==> config.mk <==
export PLATFORM = sky130hd
export DESIGN_NAME = tsp_front
export DESIGN_NICKNAME = d
export VERILOG_FILES = /design/src/rtl/core/assert_macros.svh /design/src/rtl/core/tsp_pkg.sv /design/src/rtl/core/tsp_front.sv
export SDC_FILE = /design/constraint.sdc
export NUM_CORES = 1
export LEC_CHECK = 0
export BUFFER_PORTS_ARGS = -buffer_cell sky130_fd_sc_hd__clkbuf_2
export CORE_UTILIZATION = 45
export DETAILED_ROUTE_END_ITERATION = 7
export PLACE_DENSITY = 0.71
export SLEW_MARGIN = 40
export SYNTH_ARGS = -nofsm -noshare
export SYNTH_HDL_FRONTEND = slang
export SYNTH_SLANG_ARGS = --single-unit
==> constraint.sdc <==
create_clock -name clock -period 2.8 [get_ports clock]
set_clock_uncertainty 0.1 [all_clocks]
set_input_delay 0.28 -clock clock [delete_from_list [all_inputs] [get_ports clock]]
set_output_delay 0.28 -clock clock [all_outputs]
set_load 0.02 [all_outputs]
==> src/rtl/core/assert_macros.svh <==
// Assertion macros shared by the tone sequence player RTL.
// Depends on nothing; included by modules that carry checks.
`ifndef ASSERT_MACROS_SVH
`define ASSERT_MACROS_SVH

// Checks a property on every rising clock edge outside reset.
`define TSP_ASSERT(lbl, clk, rst, prop, msg) \
   lbl: assert property (@(posedge clk) disable iff (rst) (prop)) else $error(msg);

// Checks that an event in one cycle implies a condition in the next.
`define TSP_ASSERT_NEXT(lbl, clk, rst, ante, cons, msg) \
   lbl: assert property (@(posedge clk) disable iff (rst) (ante) |=> (cons)) else $error(msg);

`endif

==> src/rtl/core/tsp_pkg.sv <==
// Package of the tone sequence player: command codes, step codes, types.
// Depends on nothing; used by the front, divider, back end, top level and testbench.
package tsp_pkg;

   localparam int STEP_DEPTH_DEF  = 256;
   localparam int QUEUE_DEPTH_DEF = 8;
   localparam logic [15:0] STOP_CODE = 16'd0;
   localparam logic [15:0] LOOP_CODE = 16'hFFFF;
   localparam logic [31:0] CLOCK_HZ_RESET = 32'd80000000;
   localparam int FRONT_DEPTH = 2;

   typedef enum logic [1:0] {
      CMD_TICK  = 2'd0,
      CMD_WRITE = 2'd1,
      CMD_PLAY  = 2'd2,
      CMD_STOP  = 2'd3
   } cmd_code_type;

   localparam logic [1:0] MODE_FORCE = 2'd0;
   localparam logic [1:0] MODE_QUEUE = 2'd1;

   typedef struct packed {
      cmd_code_type cmd;
      logic [1:0]   mode;
      logic [7:0]   start;
      logic [7:0]   addr;
      logic [15:0]  action;
      logic [15:0]  freq;
      logic         clr;
   } cmd_type;

   typedef struct packed {
      logic        accepted;
      logic        busy;
      logic        tone_enable;
      logic [31:0] period;
      logic [30:0] match;
      logic [3:0]  queued;
   } result_type;

   typedef struct packed {
      logic        start;
      logic [31:0] dividend;
      logic [15:0] divisor;
   } div_req_type;

   typedef struct packed {
      logic        busy;
      logic        done;
      logic [31:0] quotient;
   } div_rsp_type;

   typedef enum logic [3:0] {
      ST_IDLE,
      ST_EXEC,
      ST_STEP_RD,
      ST_STEP_EX,
      ST_LOOP_RD,
      ST_LOOP_EX,
      ST_QUEUE_RD,
      ST_QUEUE_EX,
      ST_DIVIDE,
      ST_RESP
   } back_state_type;

endpackage

==> src/rtl/core/tsp_front.sv <==
// Front end: takes request beats, decodes them and buffers them for the back end.
// Depends on tsp_pkg.
module tsp_front (
   input  logic             clock,
   input  logic             reset,
   input  logic             req_tvalid,
   output logic             req_tready,
   input  logic [55:0]      req_tdata,
   input  logic [1:0]       req_tuser,
   output logic             cmd_valid,
   input  logic             cmd_pop,
   output tsp_pkg::cmd_type cmd_item
);
   tsp_pkg::cmd_type buf_ff [tsp_pkg::FRONT_DEPTH];
   logic       wr_ptr_ff, wr_ptr_in, rd_ptr_ff, rd_ptr_in;
   logic [1:0] count_ff, count_in;
   logic       push;
   tsp_pkg::cmd_type dec;

   always_comb begin
      dec.cmd    = tsp_pkg::cmd_code_type'(req_tuser);
      dec.mode   = req_tdata[1:0];
      dec.start  = req_tdata[9:2];
      dec.addr   = req_tdata[17:10];
      dec.action = req_tdata[33:18];
      dec.freq   = req_tdata[49:34];
      dec.clr    = req_tdata[50];
   end

   assign req_tready = (count_ff != 2'(tsp_pkg::FRONT_DEPTH));
   assign push       = req_tvalid && req_tready;
   assign cmd_valid  = (count_ff != 2'd0);
   assign cmd_item   = buf_ff[rd_ptr_ff];

   always_comb begin
      wr_ptr_in = push ? !wr_ptr_ff : wr_ptr_ff;
      rd_ptr_in = cmd_pop ? !rd_ptr_ff : rd_ptr_ff;
      count_in  = count_ff + 2'(push) - 2'(cmd_pop);
   end

   always_ff @(posedge clock) begin
      if (reset) begin
         wr_ptr_ff <= 1'b0;
         rd_ptr_ff <= 1'b0;
         count_ff  <= 2'd0;
      end else begin
         wr_ptr_ff <= wr_ptr_in;
         rd_ptr_ff <= rd_ptr_in;
         count_ff  <= count_in;
      end
   end

   always_ff @(posedge clock) begin
      if (push) begin
         buf_ff[wr_ptr_ff] <= dec;
      end
   end
endmodule

Yosys cells after proc, flatten, opt, wreduce, memory -nomap -nowiden --
Memories as Yosys holds them, arrays and structs flattened. A register that Yosys moved wholly into a read port is not among the register bits. Cells that the tools add are included.
Operators by class: add/sub/neg operators 2, eq/ne operators 1, mux-type cells 4, reductions and logical operators 4
Operators with widths (count):
- $mux 1 | 4
- $add 2x1->2 | 1
- $logic_not 1->1 | 2
- $ne 2x2->1 const B | 1
- $reduce_bool 2->1 | 1
- $sub 2x1->2 | 1
- $logic_and 1x1->1 | 1
Word-level totals: register bits 4, bits in writable memories 106, input port bits 62, word-level logic and storage cells 15, memories kept 1
Memory list:
- buf_ff | depth 2, bits a word 53, read ports 1, clocked after memory_dff 1, write ports 1, line tsp_front.sv:14 | tsp_pkg::cmd_type buf_ff [tsp_pkg::FRONT_DEPTH];

Logic depth before layout (Yosys ltp) --
depth after elaboration 4, depth in mapped cells 7

Worst setup path before layout --
Ideal clock, no wire load.
path type flip-flop to flip-flop, from register count_ff[0], to memory buf_ff[0][0] (netlist name) (enable), library setup time 0.407 ns, arrival 1.813 ns, required time 2.293 ns, path slack 0.480 ns, stages on the path, launching flop included 4, path through dfxtp_1 -> nand2b_1 -> nand3b_1 -> inv_1
On the way: cells in the longest elaborated chain, start to end 4
RTL lines:
- from (decl) | line tsp_front.sv:16 | logic [1:0] count_ff, count_in;
- from (signal assigned) | line tsp_front.sv:49 | count_ff <= count_in;
- $ne 2x2->1 | line tsp_front.sv:30 | assign req_tready = (count_ff != 2'(tsp_pkg::FRONT_DEPTH));
- via req_tready | line tsp_front.sv:7 | output logic req_tready,
- $logic_and 1x1->1 | line tsp_front.sv:31 | assign push = req_tvalid && req_tready;
- $mux 1 | line tsp_front.sv:54 | if (push) begin
- $mux 1 (implied by the code) | line tsp_front.sv:55 | buf_ff[wr_ptr_ff] <= dec;
- to (decl) | line tsp_front.sv:14
The timed path passes the listed nets, and every way through them passes these cells.

==> reports/metrics.json <==
{
  "outcome": {
    "status": "finished clean"
  },
  "synthesis": {
    "postSynth.asyncResetShare_pct": 0,
    "synth.cell_area_um2": 4070,
    "synth-simple-area-share_pct": 2.12,
    "postSynthNetCount": 256,
    "post_synth_fa_ha_maj_area_fraction_pct": 0.308,
    "ys_warn_count": 0,
    "synth_cell_types": 21,
    "postSynthRegisterBits": 111,
    "synth-main-ff-cell": "edfxtp_1",
    "most_used_standard_cells_in_the_synthesized_netlist": "edfxtp_1 (106), mux2_2 (53), buf_2 (6)",
    "synth_top_cell_area_share_pct": 78.2,
    "combinational_family_with_the_most_area_after_synthesis": "multiplexers",
    "synth_most_common_cell": "edfxtp_1",
    "fraction_of_the_yosys_area_taken_by_sequential_cells_pct": 80.7,
    "synth_top_cell_by_area": "edfxtp_1",
    "synthesis.instances": 193,
    "synthesized_area_per_cell_um2": 21.1,
    "compound_gate_fraction_of_synth_area_pct": 0.769,
    "synth.area.mux_share_pct": 14.7,
    "synth_xor_xnor_area_share_pct": 0.431,
    "ys_top_cells_by_area": "edfxtp_1 (78%), mux2_2 (15%), dfxtp_1 (2.5%)",
    "number_of_synthesized_flops_with_an_enable_pin": 106
  },
  "final_layout": {
    "finish.utilization_pct": 60.8,
    "area_delta_synth_final_pct": 30.3,
    "final_design_area_no_fill_um2": 5300,
    "antennaDiodeCount": 0,
    "final_layout_size_suffix_gt1_share_pct": 53.0,
    "layout.nets": 411
  },
  "clock_tree": {
    "cts_inserted_buffers": 9,
    "cts.path.max_buffers": 2,
    "post_cts_resize_count": 0,
    "cts_tree": "done",
    "cts_hold_repair.buffers": 28,
    "numClockSinks": 111,
    "post_cts_buffers": 0,
    "clk-insertion-delay-late_ns": 0.34,
    "clock-root-buffer": "clkbuf_8",
    "h-tree-depth": 3,
    "worst_setup_hold_path_clk_slew_ns": 0.10
  },
  "place": {
    "place.port_buffers": 111,
    "gp_congestion": 0.711,
    "dp_hpwl_mm": 4.32,
    "detailed_place.area_um2": 4790
  },
  "critical_path": {
    "cp_slowest_stage_delay_ns": 0.58,
    "critical_path_required_ns": 2.42,
    "worst-path-max-fanout": 39,
    "path_buf_inv": 2,
    "regToRegStartpoint": "count_ff[0]$_SDFF_PP0_",
    "reg2reg_setup_slack_ns": 1.01,
    "endpoint_kind": "output port",
    "arrival_ns": 1.77,
    "path_delay_family": "flip-flops",
    "worst_path_max_delay_cell": "dfxtp_2",
    "worstSetupPathType": "register to output port",
    "worstPathCellList": "buf_12, mux2_2, clkbuf_2",
    "worstSetupStartpointType": "register"
  },
  "min_path": {
    "holdCritStartpoint": "req_tdata[38]",
    "timing.hold.worst.class": "input pin to register"
  },
  "drt": {
    "route.vias.total": 2227,
    "wl_mm": 6.80,
    "antenna_violating_nets_post_route": 0,
    "drt_first_pass_iters": 4,
    "wl_per_cell_um": 14.8,
    "drt_first_iter_violations": 79,
    "dr_drc_count": 0,
    "drt_via_density": 4.83
  },
  "timing": {
    "period_minus_slack_ns": 2.15,
    "finalMaxSlewViolations": 0,
    "worst_pin_slew_ns": 0.400,
    "maxSlewHeadroom_pct": 73.4,
    "timing.final.hold_violations": 0,
    "max_freq_mhz": 466,
    "total_setup_violations_reported_at_the_end_of_the_flow": 0,
    "grt_setup_unrepaired": "false",
    "setup-tns-final_ns": 0,
    "fin_crit_share_pct": 76.6
  },
  "die": {
    "dieWidth_um": 97.1,
    "floorplan.die_area_um2": 9430,
    "ios": 117,
    "start_util_pct": 46.7,
    "chipHeight_um": 97.1,
    "num_rows": 34,
    "core_area_um2": 8720
  },
  "global_routing": {
    "grt_max_degree": 40,
    "grt_overflow": 0,
    "number_of_antenna_violations_at_the_first_check_in_global_routing": 0,
    "first_global_vias": 2329,
    "grt_first_pass_wirelength_mm": 10.8,
    "grt_use_total_pct": 14.8
  },
  "power": {
    "power_density_nw_per_um2": 654,
    "max-vdd-ir-drop_mv": 0.420,
    "leakagePower_nw": 2.01
  },
  "job": {
    "maxCapViolations": 0
  }
}
[final cells by class]
type / count / area, µm²
repair buffers: 150 / 958
clock buffers: 12 / 135
flip-flops and latches: 111 / 3280
clock inverters: 4 / 32.5
inverters: 3 / 11.3
multi-input cells: 73 / 744
well taps: 108 / 135
fillers: 698 / 3420
[path summary, 6_finish.rpt]
check	end	depth (start not counted)
worst max-delay path	cmd_item[47]	3
worst min-delay path	buf_ff[1][5]$_DFFE_PP_	1
worst max register to register	count_ff[1]$_SDFF_PP0_	6
worst min register to register	rd_ptr_ff$_SDFFE_PP0P_	2
[power by group]
part           switching (mW)  internal, mW  leakage, nW
registers              0.0413          1.98         1.03
clock network           0.497         0.329       0.0768
logic                   0.351         0.266        0.901
[flip-flops by register name, indices dropped and copies added, names as in the netlist, named ones only]
signal,count
wr_ptr_ff,1
buf_ff,106
count_ff,2
rd_ptr_ff,1
[stage by stage]
step	worst slack (ns)	total power, mW	std cells	hold slack (ns)
after floorplan	0.480	2.43	193	0.249
after global placement	1.01	2.63	411	0.369
after detailed placement	0.996	2.65	411	0.373
after CTS	0.595	3.50	455	0.000223
after global routing	0.543	3.61	461	0.00102
final	0.654	3.47	461	0.0191
[metal layers]
metal | part of all wire, % | track usage [%]
met4 | 0.90 | 5.51
met3 | 5.4 | 4.17
met1 | 38 | 15.6
met2 | 56 | 27.8
met5 | 0 | 0
[kinds of logic after synthesis]
kind of cell / count (synthesis)
buffers and inverters: 9
XOR/XNOR: 2
AND/OR/NAND/NOR: 13
adder cells (fa/ha/maj): 1
flip-flops: 111
multiplexers: 53
AO/OA/AOI/OAI: 4
[cell usage in the layout (no fill, tap or decap)]
cell and n:
nand2b_1 2, dfxtp_2 1, or4_1 1, xnor2_1 2, buf_12 2, dlygate4sd3_1 34, nor2b_1 1, a2111oi_0 1
mux2_2 53, nand4b_1 2, or2_2 1, nand3b_1 1, buf_4 3, edfxtp_1 106, dfxtp_1 4, clkinvlp_4 2
clkbuf_2 111, inv_2 1, inv_1 2, clkbuf_8 9, or4b_1 1, nand2_1 1, a21oi_1 1, clkinv_4 2
a21boi_1 1, nor2_1 2, a21bo_2 1, and3_2 1, ha_1 1, clkbuf_1 3
Note: power is estimated with default switching activity, not from simulation.
